`config.mk`:
```
export PLATFORM = sky130hd
export DESIGN_NAME = roman_numeral_encoder
export DESIGN_NICKNAME = d
export VERILOG_FILES = /design/src/rtl/core/rne_pkg.sv /design/src/rtl/core/rne_front.sv /design/src/rtl/core/rne_queue.sv /design/src/rtl/core/rne_back.sv /design/src/rtl/core/roman_numeral_encoder.sv
export SDC_FILE = /design/constraint.sdc
export NUM_CORES = 1
export LEC_CHECK = 0
export ABC_AREA = 1
export BUFFER_PORTS_ARGS = -buffer_cell sky130_fd_sc_hd__clkbuf_2
export CAP_MARGIN = 10
export CORE_AREA = 2 2 135 150
export CTS_CLUSTER_SIZE = 10
export DETAILED_ROUTE_END_ITERATION = 16
export DIE_AREA = 0 0 137 152
export HOLD_SLACK_MARGIN = 0.03
export PLACE_DENSITY = 0.67
export SETUP_SLACK_MARGIN = 0.1
export SLEW_MARGIN = 5
export SYNTH_ARGS = -nofsm -noshare
export SYNTH_HDL_FRONTEND = slang
export SYNTH_SLANG_ARGS = --single-unit
export TNS_END_PERCENT = 100
```
`constraint.sdc`:
```
create_clock -name i_clk -period 2.4 [get_ports i_clk]
set_input_delay 0.36 -clock i_clk [delete_from_list [all_inputs] [get_ports i_clk]]
set_output_delay 0.36 -clock i_clk [all_outputs]
set_load 0.005 [all_outputs]
```
`src/rtl/core/rne_pkg.sv`:
```
// rne_pkg: shared types, constants and digit-expansion functions for the
// roman numeral encoder. No dependencies.

package rne_pkg;

    localparam int VALUE_W    = 12;
    localparam int DIGIT_W    = 4;
    localparam int NUM_DIGITS = 4;
    localparam int IDX_W      = 2;
    localparam int POS_W      = 2;
    localparam int LEN_W      = 3;
    localparam int SYM_W      = 3;

    localparam logic [VALUE_W-1:0] MAX_VALUE = VALUE_W'(3999);

    // decade positions, thousands is the top digit
    localparam logic [IDX_W-1:0] IDX_UNITS     = 2'd0;
    localparam logic [IDX_W-1:0] IDX_TENS      = 2'd1;
    localparam logic [IDX_W-1:0] IDX_HUNDREDS  = 2'd2;
    localparam logic [IDX_W-1:0] IDX_THOUSANDS = 2'd3;

    localparam int unsigned SCALE_TENS      = 10;
    localparam int unsigned SCALE_HUNDREDS  = 100;
    localparam int unsigned SCALE_THOUSANDS = 1000;

    localparam logic [SYM_W-1:0] SYM_I = 3'd0;
    localparam logic [SYM_W-1:0] SYM_V = 3'd1;
    localparam logic [SYM_W-1:0] SYM_X = 3'd2;
    localparam logic [SYM_W-1:0] SYM_L = 3'd3;
    localparam logic [SYM_W-1:0] SYM_C = 3'd4;
    localparam logic [SYM_W-1:0] SYM_D = 3'd5;
    localparam logic [SYM_W-1:0] SYM_M = 3'd6;

    typedef enum logic [1:0] {
        KIND_ONE,
        KIND_FIVE,
        KIND_TEN
    } t_kind;

    typedef enum logic [1:0] {
        FR_IDLE,
        FR_CONV,
        FR_PUSH
    } t_front_state;

    typedef enum logic {
        BK_IDLE,
        BK_RUN
    } t_back_state;

    // digits[3] is thousands, digits[0] is units
    typedef struct packed {
        logic                                err;
        logic [NUM_DIGITS-1:0][DIGIT_W-1:0] digits;
    } t_entry;

    // largest k in 0..9 with k * scale not above rem
    function automatic logic [DIGIT_W-1:0] decade_digit(input logic [VALUE_W-1:0] rem,
                                                        input int unsigned        scale);
        logic [DIGIT_W-1:0] d;
        d = '0;
        for (int unsigned k = 1; k < 10; k++) begin
            if (32'(rem) >= k * scale) begin
                d = DIGIT_W'(k);
            end
        end
        return d;
    endfunction

    // rem less the largest multiple of scale (up to 9) that fits
    function automatic logic [VALUE_W-1:0] decade_rem(input logic [VALUE_W-1:0] rem,
                                                      input int unsigned        scale);
        logic [VALUE_W-1:0] r;
        r = rem;
        for (int unsigned k = 1; k < 10; k++) begin
            if (32'(rem) >= k * scale) begin
                r = rem - VALUE_W'(k * scale);
            end
        end
        return r;
    endfunction

    function automatic logic [LEN_W-1:0] digit_len(input logic [DIGIT_W-1:0] d);
        logic [LEN_W-1:0] len;
        case (d)
            4'd0:    len = 3'd0;
            4'd1:    len = 3'd1;
            4'd2:    len = 3'd2;
            4'd3:    len = 3'd3;
            4'd4:    len = 3'd2;
            4'd5:    len = 3'd1;
            4'd6:    len = 3'd2;
            4'd7:    len = 3'd3;
            4'd8:    len = 3'd4;
            4'd9:    len = 3'd2;
            default: len = 3'd0;
        endcase
        return len;
    endfunction

    function automatic t_kind digit_kind(input logic [DIGIT_W-1:0] d,
                                         input logic [POS_W-1:0]   pos);
        t_kind kind;
        case (d)
            4'd4:    kind = (pos == '0) ? KIND_ONE : KIND_FIVE;
            4'd5, 4'd6, 4'd7, 4'd8:
                     kind = (pos == '0) ? KIND_FIVE : KIND_ONE;
            4'd9:    kind = (pos == '0) ? KIND_ONE : KIND_TEN;
            default: kind = KIND_ONE;
        endcase
        return kind;
    endfunction

    // one-symbol of decade idx is 2*idx, five is next, ten is the one after
    function automatic logic [SYM_W-1:0] kind_symbol(input logic [IDX_W-1:0] idx,
                                                     input t_kind            kind);
        logic [SYM_W-1:0] base;
        logic [SYM_W-1:0] sym;
        base = {idx, 1'b0};
        case (kind)
            KIND_ONE:  sym = base;
            KIND_FIVE: sym = base + SYM_V;
            KIND_TEN:  sym = base + SYM_X;
            default:   sym = base;
        endcase
        return sym;
    endfunction

endpackage

```
`src/rtl/core/rne_front.sv`:
```
// rne_front: accepts a number, flags out-of-range values and splits it into
// decimal digits, a compare-and-subtract step per upper digit. Uses rne_pkg.

module rne_front (
    input  logic                          i_clk,
    input  logic                          i_rst_n,
    input  logic                          i_valid,
    output logic                          o_ready,
    input  logic [rne_pkg::VALUE_W-1:0]   i_value,
    output logic                          o_push_valid,
    input  logic                          i_push_ready,
    output rne_pkg::t_entry               o_entry
);

    rne_pkg::t_front_state r_state;
    rne_pkg::t_front_state n_state;

    logic [rne_pkg::VALUE_W-1:0]                          r_rem;
    logic [rne_pkg::VALUE_W-1:0]                          n_rem;
    logic [rne_pkg::NUM_DIGITS-1:1][rne_pkg::DIGIT_W-1:0] r_upper;
    logic [rne_pkg::DIGIT_W-1:0]                          digit;
    logic [rne_pkg::IDX_W-1:0]                            r_step;
    logic                                                 r_err;

    // thousands, then hundreds, then tens; what is left is the units digit
    always_comb begin
        case (r_step)
            rne_pkg::IDX_THOUSANDS: begin
                digit = rne_pkg::decade_digit(r_rem, rne_pkg::SCALE_THOUSANDS);
                n_rem = rne_pkg::decade_rem(r_rem, rne_pkg::SCALE_THOUSANDS);
            end
            rne_pkg::IDX_HUNDREDS: begin
                digit = rne_pkg::decade_digit(r_rem, rne_pkg::SCALE_HUNDREDS);
                n_rem = rne_pkg::decade_rem(r_rem, rne_pkg::SCALE_HUNDREDS);
            end
            rne_pkg::IDX_TENS: begin
                digit = rne_pkg::decade_digit(r_rem, rne_pkg::SCALE_TENS);
                n_rem = rne_pkg::decade_rem(r_rem, rne_pkg::SCALE_TENS);
            end
            default: begin
                digit = '0;
                n_rem = r_rem;
            end
        endcase
    end

    always_comb begin
        n_state = r_state;
        case (r_state)
            rne_pkg::FR_IDLE: begin
                if (i_valid) begin
                    n_state = rne_pkg::FR_CONV;
                end
            end
            rne_pkg::FR_CONV: begin
                if (r_step == rne_pkg::IDX_TENS) begin
                    n_state = rne_pkg::FR_PUSH;
                end
            end
            rne_pkg::FR_PUSH: begin
                if (i_push_ready) begin
                    n_state = rne_pkg::FR_IDLE;
                end
            end
            default: n_state = rne_pkg::FR_IDLE;
        endcase
    end

    always_comb begin
        o_ready        = (r_state == rne_pkg::FR_IDLE);
        o_push_valid   = (r_state == rne_pkg::FR_PUSH);
        o_entry.err    = r_err;
        o_entry.digits = {r_upper, r_rem[rne_pkg::DIGIT_W-1:0]};
    end

    always_ff @(posedge i_clk) begin
        if (!i_rst_n) begin
            r_state <= rne_pkg::FR_IDLE;
        end else begin
            r_state <= n_state;
        end
    end

    always_ff @(posedge i_clk) begin
        if (r_state == rne_pkg::FR_IDLE && i_valid) begin
            r_rem  <= i_value;
            r_step <= rne_pkg::IDX_THOUSANDS;
            r_err  <= (i_value == '0) || (i_value > rne_pkg::MAX_VALUE);
        end else if (r_state == rne_pkg::FR_CONV) begin
            r_rem            <= n_rem;
            r_upper[r_step]  <= digit;
            r_step           <= r_step - 1'b1;
        end
    end

endmodule

```
`src/rtl/core/rne_queue.sv`:
```
// rne_queue: small register queue of classified numbers between the digit
// splitter and the symbol sequencer. Uses rne_pkg.

module rne_queue #(
    parameter int DEPTH = 2
) (
    input  logic            i_clk,
    input  logic            i_rst_n,
    input  logic            i_push_valid,
    output logic            o_push_ready,
    input  rne_pkg::t_entry i_entry,
    output logic            o_pop_valid,
    input  logic            i_pop_ready,
    output rne_pkg::t_entry o_entry
);

    localparam int PTR_W = (DEPTH > 1) ? $clog2(DEPTH) : 1;
    localparam int CNT_W = $clog2(DEPTH + 1);
    localparam logic [PTR_W-1:0] LAST_PTR = PTR_W'(DEPTH - 1);
    localparam logic [CNT_W-1:0] FULL_CNT = CNT_W'(DEPTH);

    rne_pkg::t_entry r_mem [DEPTH];

    logic [PTR_W-1:0] r_wr_ptr;
    logic [PTR_W-1:0] r_rd_ptr;
    logic [CNT_W-1:0] r_count;
    logic             push;
    logic             pop;

    always_comb begin
        o_push_ready = (r_count != FULL_CNT);
        o_pop_valid  = (r_count != '0);
        push         = i_push_valid && o_push_ready;
        pop          = o_pop_valid && i_pop_ready;
        o_entry      = r_mem[r_rd_ptr];
    end

    always_ff @(posedge i_clk) begin
        if (!i_rst_n) begin
            r_wr_ptr <= '0;
            r_rd_ptr <= '0;
            r_count  <= '0;
        end else begin
            if (push) begin
                r_wr_ptr <= (r_wr_ptr == LAST_PTR) ? '0 : r_wr_ptr + 1'b1;
            end
            if (pop) begin
                r_rd_ptr <= (r_rd_ptr == LAST_PTR) ? '0 : r_rd_ptr + 1'b1;
            end
            if (push && !pop) begin
                r_count <= r_count + 1'b1;
            end else if (pop && !push) begin
                r_count <= r_count - 1'b1;
            end
        end
    end

    always_ff @(posedge i_clk) begin
        if (push) begin
            r_mem[r_wr_ptr] <= i_entry;
        end
    end

endmodule

```
`src/rtl/core/rne_back.sv`:
```
// rne_back: walks the digits of one queued number and emits one numeral symbol
// per cycle unless output stalls, into a registered stage. Uses rne_pkg.

module rne_back (
    input  logic                        i_clk,
    input  logic                        i_rst_n,
    input  logic                        i_pop_valid,
    output logic                        o_pop_ready,
    input  rne_pkg::t_entry             i_entry,
    output logic                        o_m_valid,
    input  logic                        i_m_ready,
    output logic [rne_pkg::SYM_W-1:0]   o_m_symbol,
    output logic                        o_m_last,
    output logic                        o_m_oor
);

    rne_pkg::t_back_state r_state;
    rne_pkg::t_back_state n_state;

    logic                                                 r_err;
    logic                                                 n_err;
    logic [rne_pkg::NUM_DIGITS-1:0][rne_pkg::DIGIT_W-1:0] r_digits;
    logic [rne_pkg::NUM_DIGITS-1:0][rne_pkg::DIGIT_W-1:0] n_digits;
    logic [rne_pkg::IDX_W-1:0]                            r_idx;
    logic [rne_pkg::IDX_W-1:0]                            n_idx;
    logic [rne_pkg::POS_W-1:0]                            r_pos;
    logic [rne_pkg::POS_W-1:0]                            n_pos;
    logic                                                 r_m_valid;
    logic                                                 n_m_valid;
    logic [rne_pkg::SYM_W-1:0]                            r_sym;
    logic [rne_pkg::SYM_W-1:0]                            n_sym;
    logic                                                 r_last;
    logic                                                 n_last;
    logic                                                 r_oor;
    logic                                                 n_oor;

    logic [rne_pkg::DIGIT_W-1:0] cur_digit;
    logic [rne_pkg::LEN_W-1:0]   cur_len;
    logic [rne_pkg::SYM_W-1:0]   cur_sym;
    logic                        end_digit;
    logic                        any_lower;
    logic [rne_pkg::IDX_W-1:0]   lower_idx;
    logic [rne_pkg::IDX_W-1:0]   first_idx;
    logic                        advance;
    logic                        run_done;

    always_comb begin
        cur_digit = r_digits[r_idx];
        cur_len   = rne_pkg::digit_len(cur_digit);
        cur_sym   = rne_pkg::kind_symbol(r_idx, rne_pkg::digit_kind(cur_digit, r_pos));
        end_digit = (rne_pkg::LEN_W'(r_pos) + 1'b1) == cur_len;
        advance   = !r_m_valid || i_m_ready;

        // highest nonzero digit below the current one, zero digits are skipped
        any_lower = 1'b0;
        lower_idx = '0;
        first_idx = '0;
        for (int k = 0; k < rne_pkg::NUM_DIGITS; k++) begin
            if (rne_pkg::IDX_W'(k) < r_idx && r_digits[k] != '0) begin
                any_lower = 1'b1;
                lower_idx = rne_pkg::IDX_W'(k);
            end
            if (i_entry.digits[k] != '0) begin
                first_idx = rne_pkg::IDX_W'(k);
            end
        end
        run_done = r_err || (end_digit && !any_lower);
    end

    always_comb begin
        n_state = r_state;
        case (r_state)
            rne_pkg::BK_IDLE: begin
                if (i_pop_valid) begin
                    n_state = rne_pkg::BK_RUN;
                end
            end
            rne_pkg::BK_RUN: begin
                if (advance && run_done) begin
                    n_state = rne_pkg::BK_IDLE;
                end
            end
            default: n_state = rne_pkg::BK_IDLE;
        endcase
    end

    always_comb begin
        o_pop_ready = (r_state == rne_pkg::BK_IDLE);
        o_m_valid   = r_m_valid;
        o_m_symbol  = r_sym;
        o_m_last    = r_last;
        o_m_oor     = r_oor;

        n_err     = r_err;
        n_digits  = r_digits;
        n_idx     = r_idx;
        n_pos     = r_pos;
        n_m_valid = r_m_valid && !i_m_ready;
        n_sym     = r_sym;
        n_last    = r_last;
        n_oor     = r_oor;

        case (r_state)
            rne_pkg::BK_IDLE: begin
                if (i_pop_valid) begin
                    n_err    = i_entry.err;
                    n_digits = i_entry.digits;
                    n_idx    = first_idx;
                    n_pos    = '0;
                end
            end
            rne_pkg::BK_RUN: begin
                if (advance) begin
                    n_m_valid = 1'b1;
                    if (r_err) begin
                        n_sym  = rne_pkg::SYM_I;
                        n_last = 1'b1;
                        n_oor  = 1'b1;
                    end else begin
                        n_sym  = cur_sym;
                        n_last = end_digit && !any_lower;
                        n_oor  = 1'b0;
                        if (end_digit) begin
                            n_idx = lower_idx;
                            n_pos = '0;
                        end else begin
                            n_pos = r_pos + 1'b1;
                        end
                    end
                end
            end
            default: begin
                n_m_valid = 1'b0;
            end
        endcase
    end

    always_ff @(posedge i_clk) begin
        if (!i_rst_n) begin
            r_state   <= rne_pkg::BK_IDLE;
            r_m_valid <= 1'b0;
        end else begin
            r_state   <= n_state;
            r_m_valid <= n_m_valid;
        end
    end

    always_ff @(posedge i_clk) begin
        r_err    <= n_err;
        r_digits <= n_digits;
        r_idx    <= n_idx;
        r_pos    <= n_pos;
        r_sym    <= n_sym;
        r_last   <= n_last;
        r_oor    <= n_oor;
    end

endmodule

```
`src/rtl/core/roman_numeral_encoder.sv`:
```
// roman_numeral_encoder: top level, digit splitter, queue and symbol
// sequencer. Uses rne_pkg, rne_front, rne_queue and rne_back.
//
//   channel   dir  payload                       marker
//   s_axis    in   tdata[11:0] value             -
//   m_axis    out  tdata[2:0] symbol             tlast = last, tuser = out_of_range
//
// a number is accepted, goes through 3 compare-and-subtract steps (thousands,
// hundreds, tens) and is handed off to the queue by the front; the back
// then loads it and emits one symbol per cycle (1 to 15 symbols) while
// m_axis_tready does not stall it.
// reset is synchronous, active low; no clearing pass is needed.
// the queue lets the splitter work on the next number while the sequencer
// is stalled by m_axis_tready.

module roman_numeral_encoder #(
    parameter int QUEUE_DEPTH = 2
) (
    input  logic        i_clk,
    input  logic        i_rst_n,
    input  logic        s_axis_tvalid,
    output logic        s_axis_tready,
    input  logic [15:0] s_axis_tdata,   // [11:0] value, [15:12] zero
    output logic        m_axis_tvalid,
    input  logic        m_axis_tready,
    output logic [7:0]  m_axis_tdata,   // [2:0] symbol, [7:3] zero
    output logic        m_axis_tlast,
    output logic [0:0]  m_axis_tuser    // [0] out_of_range
);

    rne_pkg::t_entry             front_entry;
    rne_pkg::t_entry             queue_entry;
    logic                        push_valid;
    logic                        push_ready;
    logic                        pop_valid;
    logic                        pop_ready;
    logic [rne_pkg::SYM_W-1:0]   symbol;
    logic                        oor;

    rne_front u_front (
        .i_clk        (i_clk),
        .i_rst_n      (i_rst_n),
        .i_valid      (s_axis_tvalid),
        .o_ready      (s_axis_tready),
        .i_value      (s_axis_tdata[rne_pkg::VALUE_W-1:0]),
        .o_push_valid (push_valid),
        .i_push_ready (push_ready),
        .o_entry      (front_entry)
    );

    rne_queue #(
        .DEPTH (QUEUE_DEPTH)
    ) u_queue (
        .i_clk        (i_clk),
        .i_rst_n      (i_rst_n),
        .i_push_valid (push_valid),
        .o_push_ready (push_ready),
        .i_entry      (front_entry),
        .o_pop_valid  (pop_valid),
        .i_pop_ready  (pop_ready),
        .o_entry      (queue_entry)
    );

    rne_back u_back (
        .i_clk       (i_clk),
        .i_rst_n     (i_rst_n),
        .i_pop_valid (pop_valid),
        .o_pop_ready (pop_ready),
        .i_entry     (queue_entry),
        .o_m_valid   (m_axis_tvalid),
        .i_m_ready   (m_axis_tready),
        .o_m_symbol  (symbol),
        .o_m_last    (m_axis_tlast),
        .o_m_oor     (oor)
    );

    assign m_axis_tdata = {5'b0, symbol};
    assign m_axis_tuser = oor;

endmodule
```
==> report_table.html <==
<table>
<tr><th>Metric</th><th>Value</th></tr>
<tr><th colspan="2">Yosys</th></tr>
<tr><td>Post-synth ARST share</td><td>0%</td></tr>
<tr><td>Seq cells post-synth</td><td>96</td></tr>
<tr><td>Dominant cell type by area after synthesis</td><td>edfxtp_1</td></tr>
<tr><td>Number of enable-type register cells in the synthesized netlist</td><td>85</td></tr>
<tr><td>Most numerous cell types in the synthesized netlist</td><td>nand2_1 (346), inv_1 (110), nor2_1 (96)</td></tr>
<tr><td>Mean Syn Cell Area</td><td>7.24 sq um</td></tr>
<tr><td>Most frequently used cell type in the post-synthesis netlist</td><td>nand2_1</td></tr>
<tr><td>Fraction of synthesized cell area taken by the top area cell type</td><td>30.0%</td></tr>
<tr><td>Warnings from Yosys</td><td>0</td></tr>
<tr><td>Top FF cell, synth</td><td>edfxtp_1</td></tr>
<tr><td>Most area-consuming cells after synthesis</td><td>edfxtp_1 (30%), nand2_1 (15%), ha_1 (5.4%)</td></tr>
<tr><td>Netlist cell types</td><td>60</td></tr>
<tr><td>Share of synthesized area occupied by flip-flops and latches</td><td>32.6%</td></tr>
<tr><td>Synthesized instance count</td><td>between 1000 and 1500</td></tr>
<tr><td>Cell area after synthesis</td><td>~8500 sq um</td></tr>
<tr><th colspan="2">Final layout</th></tr>
<tr><td>Number of nets in the layout</td><td>roughly 1600</td></tr>
<tr><td>Fraction of layout instances using a drive strength above 1</td><td>between 40% and 50%</td></tr>
<tr><td>Count of antenna diodes in the layout</td><td>0</td></tr>
<tr><td>Final std cell area, no fill</td><td>13000 sq um</td></tr>
<tr><td>Relative area change from synthesis to final layout</td><td>52.7%</td></tr>
<tr><td>Final core area utilization</td><td>66.8%</td></tr>
<tr><th colspan="2">Critical path</th></tr>
<tr><td>Critical path origin</td><td>u_front.r_rem[4]</td></tr>
<tr><td>CP Depth</td><td>15</td></tr>
<tr><td>Crit path max-delay cell type</td><td>edfxtp_1</td></tr>
<tr><td>Cell depth of the worst flop-to-flop path</td><td>15</td></tr>
<tr><td>Cell family with the largest share of critical-path delay</td><td>simple AND/OR/NAND/NOR gates</td></tr>
<tr><td>Buf/Inv on CP</td><td>5</td></tr>
<tr><td>Ordered cell list for the critical path</td><td>clkinvlp_4 -&gt; buf_12 -&gt; ha_4 -&gt; nor2_4 -&gt; inv_2 -&gt; nand2_2 -&gt; inv_2 -&gt; o211ai_1 -&gt; nor2_4 -&gt; nand2_2 -&gt; nor4_4 -&gt; nor2_4 -&gt; nand3_4 -&gt; buf_12 -&gt; nor3_4</td></tr>
<tr><td>Critical Path Source Type</td><td>flip-flop</td></tr>
<tr><td>Highest net fanout along the worst path</td><td>5</td></tr>
<tr><td>Most common cell on crit path</td><td>nor2_4</td></tr>
<tr><td>Data required time of the worst path</td><td>2500 ps</td></tr>
<tr><td>CP Data Arrival Time</td><td>between 2000 and 3000 ps</td></tr>
<tr><td>Capture point of the worst reg-to-reg path</td><td>u_front.r_rem[3]</td></tr>
<tr><td>Critical path type</td><td>flip-flop to flip-flop</td></tr>
<tr><td>Setup crit end kind</td><td>flip-flop</td></tr>
<tr><td>Setup slack of the most critical reg-to-reg path</td><td>-270 ps</td></tr>
<tr><td>Worst path max stage delay</td><td>450 ps</td></tr>
<tr><td>Reg-to-Reg Start</td><td>u_front.r_rem[4]</td></tr>
<tr><th colspan="2">Global route</th></tr>
<tr><td>Maximum number of pins on one net before global-route repair</td><td>21</td></tr>
<tr><td>Number of global-route vias before repair</td><td>9618</td></tr>
<tr><td>Met3 track demand over resource in global routing</td><td>4.74%</td></tr>
<tr><td>Top Usage Layer GRT</td><td>met2</td></tr>
<tr><td>Global-route wire length before repair</td><td>53000 um</td></tr>
<tr><td>Global routing usage on met2</td><td>56.9%</td></tr>
<tr><td>Number of antenna violations at the first check in global routing</td><td>0</td></tr>
<tr><td>GRT Total Usage</td><td>33.7%</td></tr>
<tr><td>GR Layer Usage met1</td><td>between 30% and 40%</td></tr>
<tr><td>Global route total overflow</td><td>0</td></tr>
<tr><th colspan="2">Placement</th></tr>
<tr><td>Dpl hpwl</td><td>26700 um</td></tr>
<tr><td>Number of port buffers</td><td>22</td></tr>
<tr><td>GPL Wtd Cong</td><td>1.08</td></tr>
<tr><td>Worst slack after detailed placement</td><td>-432 ps</td></tr>
<tr><td>Cell Area, Placed</td><td>about 11000 sq um</td></tr>
<tr><th colspan="2">Outcome</th></tr>
<tr><td>Status</td><td>complete, but fails checks</td></tr>
<tr><td>Failing checks</td><td>negative setup slack</td></tr>
<tr><th colspan="2">Run</th></tr>
<tr><td>Max-cap viol count</td><td>0</td></tr>
<tr><th colspan="2">Pwr</th></tr>
<tr><td>PD cells</td><td>1490 nW/um^2</td></tr>
<tr><td>Worst vdd ir</td><td>approximately 860 uV</td></tr>
<tr><td>Post-route total power</td><td>0.0194 W</td></tr>
<tr><td>Leakage Power</td><td>5.84 nW</td></tr>
<tr><th colspan="2">Route</th></tr>
<tr><td>Iteration-0 DRC count of the detailed router</td><td>884</td></tr>
<tr><td>Total number of vias</td><td>about 10000</td></tr>
<tr><td>DRC violation count after routing</td><td>0</td></tr>
<tr><td>First-pass iteration count of the detailed router</td><td>7</td></tr>
<tr><td>Remaining antenna violation count</td><td>0</td></tr>
<tr><td>Routed wire length per instance</td><td>19.5 um</td></tr>
<tr><td>Wire length after detailed routing</td><td>35000 um</td></tr>
<tr><td>Detail-routed via count per cell</td><td>between 5 and 6</td></tr>
<tr><th colspan="2">Timing</th></tr>
<tr><td>PnR worst setup slack</td><td>-268 ps</td></tr>
<tr><td>Highest achievable clock rate</td><td>375 MHz</td></tr>
<tr><td>Setup repair after global routing missed its margin</td><td>yes</td></tr>
<tr><td>Accumulated negative setup slack</td><td>-6550 ps</td></tr>
<tr><td>Period utilisation layout</td><td>111%</td></tr>
<tr><td>Final critical path time including I/O delays and setup</td><td>between 2000 and 3000 ps</td></tr>
<tr><td>Max Transition Viols Final</td><td>0</td></tr>
<tr><td>Normalized max-slew margin</td><td>54.6%</td></tr>
<tr><td>Final number of setup-violating endpoints</td><td>34</td></tr>
<tr><td>Number of hold-slack violations in the final timing report</td><td>0</td></tr>
<tr><td>Measured slew at the worst slew-check pin</td><td>681 ps</td></tr>
<tr><td>Skew final</td><td>11.1 ps</td></tr>
<tr><th colspan="2">Floorplanning</th></tr>
<tr><td>Core Footprint</td><td>between 15000 and 20000 sq um</td></tr>
<tr><td>Die X-Extent</td><td>about 140 um</td></tr>
<tr><td>Site Rows</td><td>54</td></tr>
<tr><td>Effective utilization at floorplan</td><td>43.7%</td></tr>
<tr><td>I/O pin cnt</td><td>32</td></tr>
<tr><td>Y dimension of the die</td><td>152 um</td></tr>
<tr><td>Die Footprint</td><td>20800 sq um</td></tr>
<tr><th colspan="2">CTS</th></tr>
<tr><td>Root Driver</td><td>clkbuf_16</td></tr>
<tr><td>Cts-stage hold buffer count</td><td>0</td></tr>
<tr><td>Clock insertion delay at the later pin of the skew report</td><td>350 ps</td></tr>
<tr><td>Clock tree from TritonCTS</td><td>built</td></tr>
<tr><td>Number of sinks on the clock net</td><td>96</td></tr>
<tr><td>Total number of H-tree levels</td><td>3</td></tr>
<tr><td>Max clock buf depth</td><td>2</td></tr>
<tr><td>Number of buffers added by the clock tree synthesis step</td><td>9</td></tr>
<tr><td>Clock slew at the register clock pins of the worst setup and hold paths</td><td>70 ps</td></tr>
<tr><th colspan="2">Worst hold path</th></tr>
<tr><td>End of the worst hold path</td><td>u_queue.r_wr_ptr</td></tr>
<tr><td>Min-Delay Path Depth</td><td>3</td></tr>
<tr><td>Min-Delay Path Class</td><td>input port to flip-flop</td></tr>
<tr><td>Hold Startpoint</td><td>i_rst_n</td></tr>
</table>
[state kept, by name, summed over array words and instances (netlist names), 2 cells and up, named ones only]
name / cells
u_front.r_step: 2
u_back.o_m_symbol: 3
u_back.r_idx: 2
u_back.r_digits: 16
u_back.r_pos: 2
u_queue.r_count: 2
u_front.r_state: 2
u_queue.r_mem: 34
u_front.r_rem: 12
u_front.o_entry: 12
[report_power, final]
group / internal [W] / switching (W)
Sequential: 0.00248 / 0.000321
Clock: 0.000733 / 0.000618
Combinational: 0.00672 / 0.00854
[what timing repair did]
item / CTS / global route
resized for setup: 221 / 82
cloned: 1 / 0
buffers inserted: 56 / 20
pin swaps: 80 / 38
setup endpoints to repair: 34 / 39
[layer usage]
metal / share of wire, % / vias up
met1: 35 / 4597
met3: 7.4 / 178
met2: 49 / 540
met4: 8.9 / 0
met5: 0 / -
li1: - / 4640
[layout make-up]
| cell class | instances | area, sq um |
|---|---|---|
| clock buffer | 12 | 246 |
| clock inverter | 4 | 27.5 |
| timing repair buffer | 388 | 3150 |
| tap | 252 | 315 |
| fill | 1569 | 6470 |
| sequential | 96 | 2770 |
| multi-input combinational | 906 | 5910 |
| inverter | 135 | 572 |
[stage by stage]
stage,hold slack (ps),cells
2_1_floorplan,421,1180
3_3_place_gp,423,1704
3_5_place_dp,431,1704
4_1_cts,283,1774
5_1_grt,309,1793
6_report,291,1793
[worst max path at each step]
| stage | endpoint |
|---|---|
| floorplan | u_front.r_rem[9] |
| global placement | u_front.r_rem[3] |
| detailed placement | u_front.r_rem[3] |
| CTS | u_front.r_rem[3] |
| global route | u_front.r_rem[3] |
| finish | u_front.r_rem[3] |
[cell families (layout without fill, tap and decap cells)]
| group | count (synthesis) | in the layout | share of synthesized area (%) |
|---|---|---|---|
| adders and majority gates | 37 | 37 | 5.44 |
| other | 1 | 5 | 0.0441 |
| muxes | 1 | 1 | 0.118 |
| AOI/OAI and AO/OA | 228 | 228 | 16.2 |
| xor gates and xnor gates | 49 | 49 | 5.04 |
| and+or+nand+nor | 586 | 586 | 31.2 |
| DFF | 96 | 96 | 32.6 |
| buffers and inverters | 178 | 539 | 9.37 |
[tightest hold or removal path, stage by stage]
cell,delay [ps]
clkbuf_2,120
o21ai_0,80
nor2_1,40
[cell usage in the layout (no fill, tap or decap), types with 22 or more instances in the layout]
cell / n
a21oi_1: 55
buf_4: 316
buf_6: 35
clkbuf_2: 22
edfxtp_1: 85
inv_1: 89
inv_2: 28
nand2_1: 303
nand2_2: 45
nand3_1: 41
nand3_2: 24
nor2_1: 74
o21ai_0: 45
o21ai_1: 33
xor2_1: 42
(Power assumes the default switching activity.)
